`config.mk`:
```
export PLATFORM = sky130hd
export DESIGN_NAME = cbd_fifo
export DESIGN_NICKNAME = d
export VERILOG_FILES = /design/src/design/cbd_pkg.sv /design/src/design/cbd_fifo.sv
export SDC_FILE = /design/constraint.sdc
export NUM_CORES = 1
export LEC_CHECK = 0
export ABC_CLOCK_PERIOD_IN_PS = 4000
export BUFFER_PORTS_ARGS = -buffer_cell sky130_fd_sc_hd__buf_2
export CORE_MARGIN = 2
export CORE_UTILIZATION = 45
export DETAILED_ROUTE_END_ITERATION = 6
export PLACE_DENSITY = 0.69
export SLEW_MARGIN = 0
export SYNTH_ARGS = -nofsm -noshare
export SYNTH_HDL_FRONTEND = slang
export SYNTH_SLANG_ARGS = --single-unit
```
`constraint.sdc`:
```
create_clock -name clk -period 4 [get_ports clk]
set_input_delay 0.2 -clock clk [delete_from_list [all_inputs] [get_ports clk]]
set_output_delay 0.2 -clock clk [all_outputs]
set_load 0.01 [all_outputs]
```
`src/design/cbd_pkg.sv`:
```
package cbd_pkg;

    localparam int RAM_DEPTH_DFLT = 2048;
    localparam int MIDQ_DEPTH     = 2;
    localparam int OUTQ_DEPTH     = 4;

    localparam int CFG_IDX_W  = 2;
    localparam int CFG_DATA_W = 24;

    localparam logic [CFG_IDX_W-1:0] CFG_PATCH_ENABLE  = 2'd0;
    localparam logic [CFG_IDX_W-1:0] CFG_PATCH_CODE    = 2'd1;
    localparam logic [CFG_IDX_W-1:0] CFG_PRG_TWO_BANKS = 2'd2;

    typedef enum logic [2:0] {
        TGT_RAM      = 3'd0,
        TGT_VIDEO    = 3'd1,
        TGT_IO       = 3'd2,
        TGT_CART     = 3'd3,
        TGT_INTERNAL = 3'd4
    } target_t;

    typedef struct packed {
        logic [7:0]  rdata;
        target_t     target;
        logic [4:0]  reg_index;
        logic [14:0] cart_offset;
        logic        ext_strobe;
        logic        dma_stall;
    } result_t;

    typedef struct packed {
        logic        wr;
        logic        ram_access;
        logic [15:0] addr;
        logic [7:0]  wdata;
        result_t     res;
    } item_t;

endpackage

```
`src/design/cbd_fifo.sv`:
```
module cbd_fifo
    import cbd_pkg::*;
#(
    parameter int WIDTH = 8,
    parameter int DEPTH = 2
)
(
    input  logic                       clk,
    input  logic                       rst_n,
    input  logic                       push,
    input  logic [WIDTH-1:0]           din,
    input  logic                       pop,
    output logic [WIDTH-1:0]           dout,
    output logic                       full,
    output logic                       empty,
    output logic [$clog2(DEPTH+1)-1:0] count
);

    localparam int PW = (DEPTH > 1) ? $clog2(DEPTH) : 1;
    localparam int CW = $clog2(DEPTH+1);

    logic [WIDTH-1:0] data_reg [DEPTH];
    logic [PW-1:0]    wr_ptr_reg, wr_ptr_next;
    logic [PW-1:0]    rd_ptr_reg, rd_ptr_next;
    logic [CW-1:0]    count_reg, count_next;
    logic             do_push, do_pop;

    assign full    = (count_reg == CW'(DEPTH));
    assign empty   = (count_reg == '0);
    assign count   = count_reg;
    assign dout    = data_reg[rd_ptr_reg];
    assign do_push = push && !full;
    assign do_pop  = pop && !empty;

    always_comb
    begin
        wr_ptr_next = wr_ptr_reg;
        rd_ptr_next = rd_ptr_reg;
        count_next  = count_reg;
        if (do_push)
        begin
            wr_ptr_next = (wr_ptr_reg == PW'(DEPTH-1)) ? '0 : wr_ptr_reg + 1'b1;
        end
        if (do_pop)
        begin
            rd_ptr_next = (rd_ptr_reg == PW'(DEPTH-1)) ? '0 : rd_ptr_reg + 1'b1;
        end
        if (do_push && !do_pop)
        begin
            count_next = count_reg + 1'b1;
        end
        else if (do_pop && !do_push)
        begin
            count_next = count_reg - 1'b1;
        end
    end

    always_ff @(posedge clk or negedge rst_n)
    begin
        if (!rst_n)
        begin
            wr_ptr_reg <= '0;
            rd_ptr_reg <= '0;
            count_reg  <= '0;
        end
        else
        begin
            wr_ptr_reg <= wr_ptr_next;
            rd_ptr_reg <= rd_ptr_next;
            count_reg  <= count_next;
        end
    end

    always_ff @(posedge clk)
    begin
        if (do_push)
        begin
            data_reg[wr_ptr_reg] <= din;
        end
    end

endmodule

```
* After elaboration in Yosys (flattened, before gate mapping)
Memories as Yosys holds them, arrays and structs flattened.
Cells that the tools add are included.
W data, S select, Z words.
** Word-level totals
- Register bits :: 4
- RAM bits :: 16
- Input bits :: 12
- Output and inout bits :: 12
- Logic and storage cells :: 25
- Memories kept :: 1
** Memory list
- data_reg :: words 2, width 8, rd ports 1, clocked after Yosys merged registers in 0, wr ports 1, line cbd_fifo.sv:22 : logic [WIDTH-1:0] data_reg [DEPTH];
** Operators by class
- $add $sub $neg :: 4
- Equality and inequality tests :: 1
- Multiplexer cells :: 6
- Reductions and logical operators :: 10
** Operators with widths (number)
- $logic_and A1 B1 Y1 :: 4
- $logic_not A1 Y1 :: 4
- $mux W1 :: 4
- $mux W2 :: 2
- $add A1 B1 Y1 const B :: 2
- $add A2 B1 Y2 const B :: 1
- $eq A2 B2 Y1 const B :: 1
- $logic_not A2 Y1 :: 1
- $reduce_bool A2 Y1 :: 1
- $sub A2 B1 Y2 const B :: 1

* Longest topological paths before layout
- Depth after elaboration :: 7
- Depth in mapped cells :: 7
- Gate-level depth less buffers :: 7

* Least setup slack after synthesis
Ideal clock, no wire load.
- Path type :: register to register
- Start point :: register count_reg[0], in the netlist count[0]
- End point :: memory data_reg[0][0] (enable)
- Library setup time :: 0.370 ns
- Arrival :: 1.099 ns
- Data required time :: 3.630 ns
- Setup slack :: 2.531 ns
- Cell stages (with the launch flop) :: 4
- Path buffers :: 0
- Period minus slack after synthesis :: 1.469 ns
- Cell sequence :: dfrtp_1 nand2b_1 nand2_2 nor2_1
** On the way
- Longest elaborated chain between the ends :: 5
** Ends and longest elaborated chain
- from (decl) :: line cbd_fifo.sv:25 : logic [CW-1:0] count_reg, count_next;
- from (signal assigned) :: line cbd_fifo.sv:70 : count_reg <= count_next;
- $eq A2 B2 Y1 :: line cbd_fifo.sv:28 : assign full = (count_reg == CW'(DEPTH));
- $logic_not A1 Y1 :: line cbd_fifo.sv:32 : assign do_push = push && !full;
- $logic_and A1 B1 Y1 :: line cbd_fifo.sv:32
- $mux W1 :: line cbd_fifo.sv:76 : if (do_push)
- $mux W1 (not written as such) :: line cbd_fifo.sv:78 : data_reg[wr_ptr_reg] <= din;
- to (decl) :: line cbd_fifo.sv:22
Every way passes these cells.

* Worst setup path in the final report
- Start point :: register count_reg[0], in the netlist count[0]
- End point :: memory data_reg[0][1] (enable)
The elaborated chain is that of the path after synthesis.

==> metrics.cfg <==
[routing]
ant_nets=0
first_pass_iters=3
wl_um=1220
drcViolationCount=0
drt_iter0_drc=2
post_drt_wl_per_cell_um=13.8
vias=445
avgViaCountPerCell=5.06

[place]
portBuffers=23
dp_cells=83
gp_congestion=0.690
dp_slack_ns=2.36
dpl_cell_area_sq_um=913

[power_and_ir_drop]
p_int_mw=0.441
pwr-share-seq_pct=51.6
p_per_area_nw_per_um2=696
leakage_nw=0.402
pwr-share-comb_pct=34.5
total_power_mw=0.661
pwr-share-clk_pct=13.9
ir_worst_vdd_mv=0.374
p_sw_share_pct=33.2
p_switching_mw=0.219

[cts]
clockBufferDepth=2
clk_latency_ns=0.29
post_cts_buffers=0
cts.sinks=20
numCtsBuffers=3
cts-root-buf=clkbuf_4
clkTransAtPathRegs_ns=0.10
cts_tree=built
cts_resized=0
htreeDepth=1

[run_status]
status=finished, final reports clean

[critical_path]
critPathArrivalTime_ns=1.57
critPathRequiredTime_ns=3.93
r2r_end=data_reg[0][1]$_DFFE_PP_
ff2ff_path_depth=3
reg2reg_from=count[0]$_DFFE_PN0P_
cp-start-kind=register
cp_max_fo=8
r2r_slack_ns=2.36
endpoint_kind=register
path_class=register to register

[global_route]
grt.overflow.total=0
antenna_found_initial=0
grt_pass1_wl_um=1890
track_usage_pct=13.6
grt_pass1_vias=443
grt_max_degree=12

[min_path]
whs_endpoint=data_reg[1][0]$_DFFE_PP_
hp-class=input port to register
min_path_cells=1
hp-start=din[0]

[sta]
setup_viol=0
finalCriticalPeriod_ns=1.64
slew_headroom_pct=56.2
finalMaxSlewViolations=0
grt_setup_unrepaired=false
finalCritPeriodShare_pct=40.9
timing.fmax_mhz=611
final_hold_viol_count=0
setup_ws_ns=2.36
whs_ns=0.0929
fin_worst_skew_ns=0.00161
setup_tns_ns=0
tightest_slew_ns=0.654

[floorplanning]
die_area_sq_um=2090
num_rows=15
core_area_sq_um=1670
initial_core_util_pct=46.8
io_pins=24
die_y_um=45.7
die_width_um=45.7

[yosys]
yosys_warnings=0
avgSynthCellArea_sq_um=17.8
synthesis.area_sq_um=782
synthMuxAreaShare_pct=11.5
synth_xor_area_share_pct=6.56
synth_top_family_by_area=multiplexers
yosys.area_share.simple_pct=3.84
synth_fa_ha_area_share_pct=1.60
synth-compound-area-share_pct=0.640
syn-instance-count=44
synth-seq-cells=20
ys_types=15
synth_nets=57
yosysSeqAreaShare_pct=74.2

[cells_and_area]
layout_common_cells=buf_2 (23), edfxtp_1 (16), mux2_1 (6)
layout_commonest_cell=buf_2
largest_reg_flops=16
postLayoutCellArea_sq_um=950
diodes=0
final_nets=85
final_util_pct=56.9
fin_cells=88
area_growth_pct=21.4
drive_gt1_share_pct=42.3

[run]
drv_cap=0

[worst max-delay path by stage]
stage | start | to | slack [ns] | cells after the start
floorplan | count[0]$_DFFE_PN0P_ | data_reg[0][0]$_DFFE_PP_ | 2.53 | 3
global placement | count[0]$_DFFE_PN0P_ | data_reg[0][1]$_DFFE_PP_ | 2.47 | 3
detailed placement | count[0]$_DFFE_PN0P_ | data_reg[0][1]$_DFFE_PP_ | 2.36 | 3
CTS | count[0]$_DFFE_PN0P_ | data_reg[0][1]$_DFFE_PP_ | 2.34 | 3
global route | count[0]$_DFFE_PN0P_ | data_reg[0][7]$_DFFE_PP_ | 2.23 | 3
finish | count[0]$_DFFE_PN0P_ | data_reg[0][1]$_DFFE_PP_ | 2.36 | 3
[synthesized netlist by cell type (all sizes together)]
cell | instances | share of area [%]
buf | 1 | 0.64
nor2 | 3 | 1.4
and3 | 1 | 0.80
ha | 1 | 1.6
xor2 | 2 | 2.2
dfrtp | 4 | 13
xnor2 | 3 | 4.3
nand2 | 1 | 0.80
edfxtp | 16 | 61
mux2 | 8 | 12
o21ai | 1 | 0.64
nand2b | 1 | 0.80
inv | 2 | 0.96
[power by group through the flow]
stage                     sequential [mW]  combinational [mW]  clock (mW)
after detailed placement            0.348               0.228           0
after global placement              0.342               0.225           0
after global routing                0.350               0.247       0.106
after floorplan                     0.325               0.164           0
final                               0.341               0.228      0.0917
after CTS                           0.343               0.232      0.0963
[area by class of cell]
| cell class | instances | area [sq um] |
|---|---|---|
| Clock inverter | 1 | 3.75 |
| Fill cell | 136 | 721 |
| Multi-Input combinational cell | 21 | 189 |
| Timing Repair Buffer | 24 | 125 |
| Inverter | 2 | 7.51 |
| Clock buffer | 3 | 22.5 |
| Sequential cell | 20 | 581 |
| Tap cell | 17 | 21.3 |
[metal layers]
| metal | part of all wire [%] | track usage [%] | up-vias |
|---|---|---|---|
| met1 | 41 | 16.0 | 220 |
| met5 | 0 | 0 | - |
| li1 | - | - | 214 |
| met4 | 0 | 7.65 | 0 |
| met2 | 55 | 22.5 | 11 |
| met3 | 3.9 | 3.57 | 0 |
[worst max-delay path, stage by stage (launching register included)]
cell and delay [ns]:
dfrtp_1 0.46, nand2b_1 0.20, nand2_2 0.10, nor2_1 0.52
[repair_timing]
| action | 4_1_cts | 5_1_grt |
|---|---|---|
| setup endpoints to repair | 0 | 0 |
| endpoints found under the hold margin | 4 | 0 |
| hold buffers | 1 | 0 |
[cell families after synthesis]
kind of cell	count (synthesis)
XOR/XNOR	5
flip-flops	20
buffers and inverters	3
AO/OA/AOI/OAI	1
AND/OR/NAND/NOR	6
multiplexers	8
adder cells (fa/ha/maj)	1
Power figures use the tool's default switching activity.
