===== config.mk =====
export PLATFORM = sky130hd
export DESIGN_NAME = cbd_front
export DESIGN_NICKNAME = d
export VERILOG_FILES = /design/src/design/cbd_pkg.sv /design/src/design/cbd_front.sv
export SDC_FILE = /design/constraint.sdc
export NUM_CORES = 1
export LEC_CHECK = 0
export ABC_AREA = 1
export BUFFER_PORTS_ARGS = -buffer_cell sky130_fd_sc_hd__buf_2
export CORE_UTILIZATION = 48
export DETAILED_ROUTE_END_ITERATION = 7
export HOLD_SLACK_MARGIN = 0.08
export PLACE_DENSITY_LB_ADDON = 0.15
export REMOVE_ABC_BUFFERS = 1
export SLEW_MARGIN = 20
export SYNTH_ARGS = -nofsm -noshare
export SYNTH_HDL_FRONTEND = slang
export SYNTH_SLANG_ARGS = --single-unit

===== constraint.sdc =====
create_clock -name clk -period 4.1 [get_ports clk]
set_input_delay 1.23 -clock clk [delete_from_list [all_inputs] [get_ports clk]]
set_output_delay 1.23 -clock clk [all_outputs]
set_load 0.01 [all_outputs]

===== src/design/cbd_pkg.sv =====
package cbd_pkg;

    localparam int RAM_DEPTH_DFLT = 2048;
    localparam int MIDQ_DEPTH     = 2;
    localparam int OUTQ_DEPTH     = 4;

    localparam int CFG_IDX_W  = 2;
    localparam int CFG_DATA_W = 24;

    localparam logic [CFG_IDX_W-1:0] CFG_PATCH_ENABLE  = 2'd0;
    localparam logic [CFG_IDX_W-1:0] CFG_PATCH_CODE    = 2'd1;
    localparam logic [CFG_IDX_W-1:0] CFG_PRG_TWO_BANKS = 2'd2;

    typedef enum logic [2:0] {
        TGT_RAM      = 3'd0,
        TGT_VIDEO    = 3'd1,
        TGT_IO       = 3'd2,
        TGT_CART     = 3'd3,
        TGT_INTERNAL = 3'd4
    } target_t;

    typedef struct packed {
        logic [7:0]  rdata;
        target_t     target;
        logic [4:0]  reg_index;
        logic [14:0] cart_offset;
        logic        ext_strobe;
        logic        dma_stall;
    } result_t;

    typedef struct packed {
        logic        wr;
        logic        ram_access;
        logic [15:0] addr;
        logic [7:0]  wdata;
        result_t     res;
    } item_t;

endpackage


===== src/design/cbd_front.sv =====
module cbd_front
    import cbd_pkg::*;
(
    input  logic                  clk,
    input  logic                  rst_n,
    input  logic                  cfg_we,
    input  logic [CFG_IDX_W-1:0]  cfg_index,
    input  logic [CFG_DATA_W-1:0] cfg_wdata,
    input  logic                  op,
    input  logic [15:0]           addr,
    input  logic [7:0]            wdata,
    input  logic [7:0]            ext_rdata,
    output item_t                 item
);

    localparam logic [2:0]  VREG_STATUS = 3'd2;
    localparam logic [2:0]  VREG_OAMDAT = 3'd4;
    localparam logic [2:0]  VREG_DATA   = 3'd7;
    localparam logic [15:0] IO_OAMDMA   = 16'h4014;
    localparam logic [15:0] IO_JOY1     = 16'h4016;
    localparam logic [15:0] IO_JOY2     = 16'h4017;
    localparam logic [10:0] IO_PAGE     = 11'h200;

    logic        patch_enable_reg;
    logic [23:0] patch_code_reg;
    logic        prg_two_banks_reg;

    logic [3:0]  d0, d1, d2, d3, d4, d5;
    logic [15:0] patch_addr;
    logic [7:0]  patch_data;
    logic        video_ok, io_ok;

    always_ff @(posedge clk or negedge rst_n)
    begin
        if (!rst_n)
        begin
            patch_enable_reg  <= 1'b0;
            patch_code_reg    <= '0;
            prg_two_banks_reg <= 1'b1;
        end
        else if (cfg_we)
        begin
            case (cfg_index)
                CFG_PATCH_ENABLE:  patch_enable_reg  <= cfg_wdata[0];
                CFG_PATCH_CODE:    patch_code_reg    <= cfg_wdata[23:0];
                CFG_PRG_TWO_BANKS: prg_two_banks_reg <= cfg_wdata[0];
                default:           ;
            endcase
        end
    end

    assign d0 = patch_code_reg[3:0];
    assign d1 = patch_code_reg[7:4];
    assign d2 = patch_code_reg[11:8];
    assign d3 = patch_code_reg[15:12];
    assign d4 = patch_code_reg[19:16];
    assign d5 = patch_code_reg[23:20];

    assign patch_addr = {1'b1, d3[2:0], d4[3], d5[2:0], d1[3], d2[2:0], d3[3], d4[2:0]};
    assign patch_data = {d0[3], d1[2:0], d5[3], d0[2:0]};

    // write-only / read-only video registers answered internally
    assign video_ok = op ? (addr[2:0] != VREG_STATUS)
                         : (addr[2:0] == VREG_STATUS || addr[2:0] == VREG_OAMDAT ||
                            addr[2:0] == VREG_DATA);
    assign io_ok    = (addr == IO_JOY1) || (addr == IO_JOY2) || (op && addr == IO_OAMDMA);

    always_comb
    begin
        item                 = '0;
        item.wr              = op;
        item.addr            = addr;
        item.wdata           = wdata;
        item.res.target      = TGT_INTERNAL;
        priority if (!op && patch_enable_reg && addr == patch_addr)
        begin
            item.res.rdata = patch_data;
        end
        else if (addr[15:13] == 3'b000)
        begin
            item.ram_access = 1'b1;
            item.res.target = TGT_RAM;
        end
        else if (addr[15:14] == 2'b00)
        begin
            if (video_ok)
            begin
                item.res.target     = TGT_VIDEO;
                item.res.reg_index  = {2'b00, addr[2:0]};
                item.res.ext_strobe = 1'b1;
                item.res.rdata      = op ? 8'h00 : ext_rdata;
            end
        end
        else if (addr[15:5] == IO_PAGE)
        begin
            if (io_ok)
            begin
                item.res.target     = TGT_IO;
                item.res.reg_index  = addr[4:0];
                item.res.ext_strobe = 1'b1;
                item.res.rdata      = op ? 8'h00 : ext_rdata;
                item.res.dma_stall  = op && (addr == IO_OAMDMA);
            end
        end
        else if (addr[15] && !op)
        begin
            item.res.target      = TGT_CART;
            item.res.cart_offset = prg_two_banks_reg ? addr[14:0] : {1'b0, addr[13:0]};
            item.res.ext_strobe  = 1'b1;
            item.res.rdata       = ext_rdata;
        end
    end

endmodule


Yosys cells after proc, flatten, opt, wreduce, memory -nomap -nowiden
Cells that the tools add are included.
{"block": "word_totals", "regBits": 26, "input_bits": 62, "output_inout_bits": 59, "elab_cells": 54}
{"block": "op_classes", "n_eq_ne": 11, "n_mux": 25, "n_reduce_logical": 15}
{"cell": "$mux 16", "n": 4}
{"cell": "$eq 16x15->1 const B", "n": 3}
{"cell": "$mux 15", "n": 3}
{"cell": "$mux 25", "n": 1}
{"cell": "$mux 8", "n": 3}
{"cell": "$mux 11", "n": 2}
{"cell": "$mux 22", "n": 1}
{"cell": "$eq 16x16->1", "n": 1}
{"cell": "$eq 11x10->1 const B", "n": 1}
{"cell": "$mux 1", "n": 8}
{"cell": "$eq 3x3->1 const B", "n": 2}
{"cell": "$reduce_and 2->1", "n": 3}
{"cell": "$mux 5", "n": 1}
{"cell": "$logic_and 1x1->1", "n": 4}
{"cell": "$logic_not 2->1", "n": 2}
{"cell": "$logic_or 1x1->1", "n": 4}
{"cell": "$eq 3x2->1 const B", "n": 1}
{"cell": "$logic_not 3->1", "n": 1}
{"cell": "$mux 3", "n": 1}
{"cell": "$ne 3x2->1 const B", "n": 1}
{"cell": "$eq 2x1->1 const B", "n": 1}
{"cell": "$eq 2x2->1 const B", "n": 1}
{"cell": "$mux 2", "n": 1}
{"cell": "$logic_not 1->1", "n": 1}

Depth between registers and ports, before layout
{"block": "depth", "ltp_word": 8, "depth_mapped": 11, "ltp_nobuf": 10}

Worst setup path before layout
No wires, ideal clock.
{"block": "synth_path", "path_kind": "input -> output", "start": "in addr[1]", "end": "out item[17] (netlist bit)", "t_arrival_ns": 2.194, "required_ns": 2.870, "slack_ns": 0.676, "stages": 10, "path_buffers": 1, "path_cell_list": "buf_4 > inv_2 > nand2_1 > nand2_1 > nand2_1 > nand2_1 > nand2_1 > nand2_1 > nand3_1 > nor3_1"}
{"item": "from (decl)", "line_no": "cbd_front.sv:10", "source": "input logic [15:0] addr,"}
{"item": "to (decl)", "line_no": "cbd_front.sv:13", "source": "output item_t item"}

==> results.md <==
* Int Pwr at around 0.00045 W
* Sequential share of power at between 40% and 50%
* Max reg flops at 23
* Leakage at about 1.5 nW
* Worst path depth at 11
* P&R area growth vs syn at 19.1%
* Drt total wl at approximately 5100 um
* Clk_lat worst skew at about 0.28 ns
* # DRC at 0
* Layout cells sized above 1 at ~37%
* CP Capture Type: output port
* Worst Path Buf+Inv at 3
* Post-Syn Area at roughly 2100 um^2
* Fill cell count at ~420
* Min-Delay Path Depth at 2
* Core ar. at about 4100 um^2
* Row cnt at 23
* Slew headroom at 56.6%
* CP dominant cell by count: nand2_1
* Num ports at between 100 and 150
* CP arrival at roughly 2.6 ns
* DRT iter0 DRCs at a little under 200
* Worst path cell trace: buf_2 -> inv_2 -> nand2_1 -> nand2_1 -> nor2_1 -> nand2_1 -> nor2_4 -> nand2_4 -> nand3_1 -> nor3_1 -> buf_2
* # H-tree levels at 1
* Slowest-stage cell, CP: nand3_1
* Worst-path fanout max at 14
* Worst setup path class: input port to output port
* Worst Skew at 0 ns
* Multi-input combinational cell area at 1020 um^2
* RSZ-0062 raised after global routing: no
* Synth warn at 0
* DR pass1 iterations at 5
* Min-Delay Path Class: flop to flop
* VDD IR max at 0.196 mV
* Sequential cell area at between 600 and 700 um^2
* Combinational share of power at between 30 and 40%
* Pwr/cell area at between 200 and 300 nW/um^2
* Vias post-DR at roughly 2100
* Fin cells at around 440
* Crit-path leading delay family: simple AND/OR/NAND/NOR gates
* Flop2flop setup slack at about 3.3 ns
* Hold Vio Cnt, Final at 0
* Critical path required time at around 2.9 ns
* Fmax at about 260 MHz
* N_diodes at 0
* First-pass GRT wire length at between 8000 and 9000 um
* Clock network fraction of total power at around a quarter
* Switching share of total power at about 35%
* Path depth of the worst reg2reg path at 1
* Period Utilization, post-route at roughly 92%
* Min cycle time layout at about 3.8 ns
* CTS tree: yes
* Final GP Congestion at 0.762
* DR WL/cell at 11.7 um
* CP max stage delay at 0.21 ns
* Hold Buf Count CTS at 0
* Number of port buffers at a little over 100
* Worst setup SP type: input port
* DP HPWL at between 3000 and 4000 um
* Die H at 67.8 um
* Clk sink count at 25
* Clock-pin transition on the worst setup and hold timing paths at between 0.1 and 0.15 ns
* Starting Density at between 50% and 60%
* P_sw at roughly 0.00024 W
* Root Driver: clkbuf_8
* Yosys reg bits at 25
* Post-cts repair resize count at 0
* Die width at a little under 70 um
* Largest net degree at the start of global routing at 27
* Placed cells at 435
* Synth cell types at 26
* Synth Area per Inst at approximately 6.6 um^2
* Postcts setup bufs at 0
* Vias in the first global route at ~1900
* Setup Viol. Count Final at 0
* Max-cap violations at 0
* Clock buffer count from CTS at 3
* DIE AREA at ~4600 um^2
* Final Util at around 60%
* Status: complete, no violations
* Worst slew pin tran at 0.650 ns
* Overflow after GRT at 0
* Initial antenna violation count at 0
* Fin nets at approximately 450
* Final TNS setup at 0 ns
* Seq/Total Area, Yosys at 30.2%
* Max Slew Vio Count at 0
* Number of routed nets with antenna violations at 0
* Syn Inst Count at 315
* Longest Clk Path Bufs at 2
* Vias/cell at between 4 and 5
* GR Util All Layers at 23.4%
worst min-delay path, stage by stage, from the launching register on:
cell,delay [ns]
dfrtp_1,0.36
nand2_1,0.05
o21ai_0,0.06
power groups by stage:
stage | clock network [W] | logic (W) | registers (W)
floorplan | 0 | 0.000124 | 0.000309
global placement | 0 | 0.000207 | 0.000312
detailed placement | 0 | 0.000213 | 0.000314
CTS | 0.000166 | 0.000214 | 0.000309
global route | 0.000174 | 0.000244 | 0.000315
finish | 0.000161 | 0.000212 | 0.000309
final cells by class:
| type | count | area share (%) |
|---|---|---|
| multi-input combinational | 207 | 41.3 |
| clock inverter | 1 | 0.354 |
| timing repair buffer | 105 | 21.5 |
| clock buffer | 3 | 1.67 |
| inverter | 48 | 7.28 |
| tap | 50 | 2.53 |
| sequential | 25 | 25.3 |
synth_stat cells (all sizes together):
cell type / number / share of area, %
and3: 1 / 0.30
dfstp: 1 / 1.3
nand4: 10 / 3.0
mux2: 7 / 3.8
o21ai: 3 / 0.72
clkbuf: 4 / 0.72
nand3: 8 / 2.2
nand2: 91 / 17
inv: 48 / 8.7
nor2: 41 / 8.2
buf: 31 / 11
dfrtp: 24 / 29
nor3: 17 / 6.3
a31oi: 1 / 0.30
conb: 1 / 0.18
a21oi: 27 / 7.0
cell usage in the layout, fill, tap and decap left out:
cell / count
inv_2: 9
buf_4: 3
nand2_4: 2
and3_1: 1
nor3_2: 9
inv_1: 39
nor2_4: 1
dfrtp_1: 24
nor3_1: 8
o21ai_0: 3
clkbuf_8: 3
inv_6: 1
a21oi_4: 1
nand3_1: 7
nor2_2: 4
nand4_1: 10
a31oi_1: 1
nand3_2: 1
dfstp_2: 1
nor2_1: 36
conb_1: 1
mux2_2: 7
buf_2: 102
a21oi_1: 26
nand2_1: 89
kinds of logic (layout without fill, tap and decap cells):
logic type	count (synthesis)	in the layout	synth area share [%]
muxes	7	7	3.79
DFF	25	25	30.2
buffers and inverters	83	157	20.6
other	1	1	0.180
AOI/OAI and AO/OA	31	31	8.07
and+or+nand+nor	168	168	37.1
layer usage:
| layer | wire, um | GRT usage (%) | part of all wire [%] |
|---|---|---|---|
| met1 | 2260 | 29.3 | 44 |
| met2 | 2460 | 39.7 | 48 |
| met3 | 367 | 5.57 | 7.1 |
| met4 | 42 | 6.77 | 0.82 |
| met5 | 0 | 0 | 0 |
stage by stage:
stage	setup slack, ns	hold slack, ns	instance area, um^2	power [W]
2_1_floorplan	0.187	0.453	1830	0.000432
3_3_place_gp	0.358	0.467	2420	0.000519
3_5_place_dp	0.320	0.473	2420	0.000527
4_1_cts	0.321	0.500	2470	0.000689
5_1_grt	0.156	0.528	2470	0.000733
6_report	0.324	0.497	2470	0.000682
worst paths after layout:
path                                     from                 end
max                                   addr[2]            item[19]
min                         patch_code_reg[0]   patch_code_reg[0]
max reg2reg                patch_code_reg[23]  patch_code_reg[23]
min reg2reg                 patch_code_reg[0]   patch_code_reg[0]
max in group asynchronous               rst_n   patch_code_reg[5]
min in group asynchronous               rst_n   patch_code_reg[9]
Power figures use the tool's default switching activity.
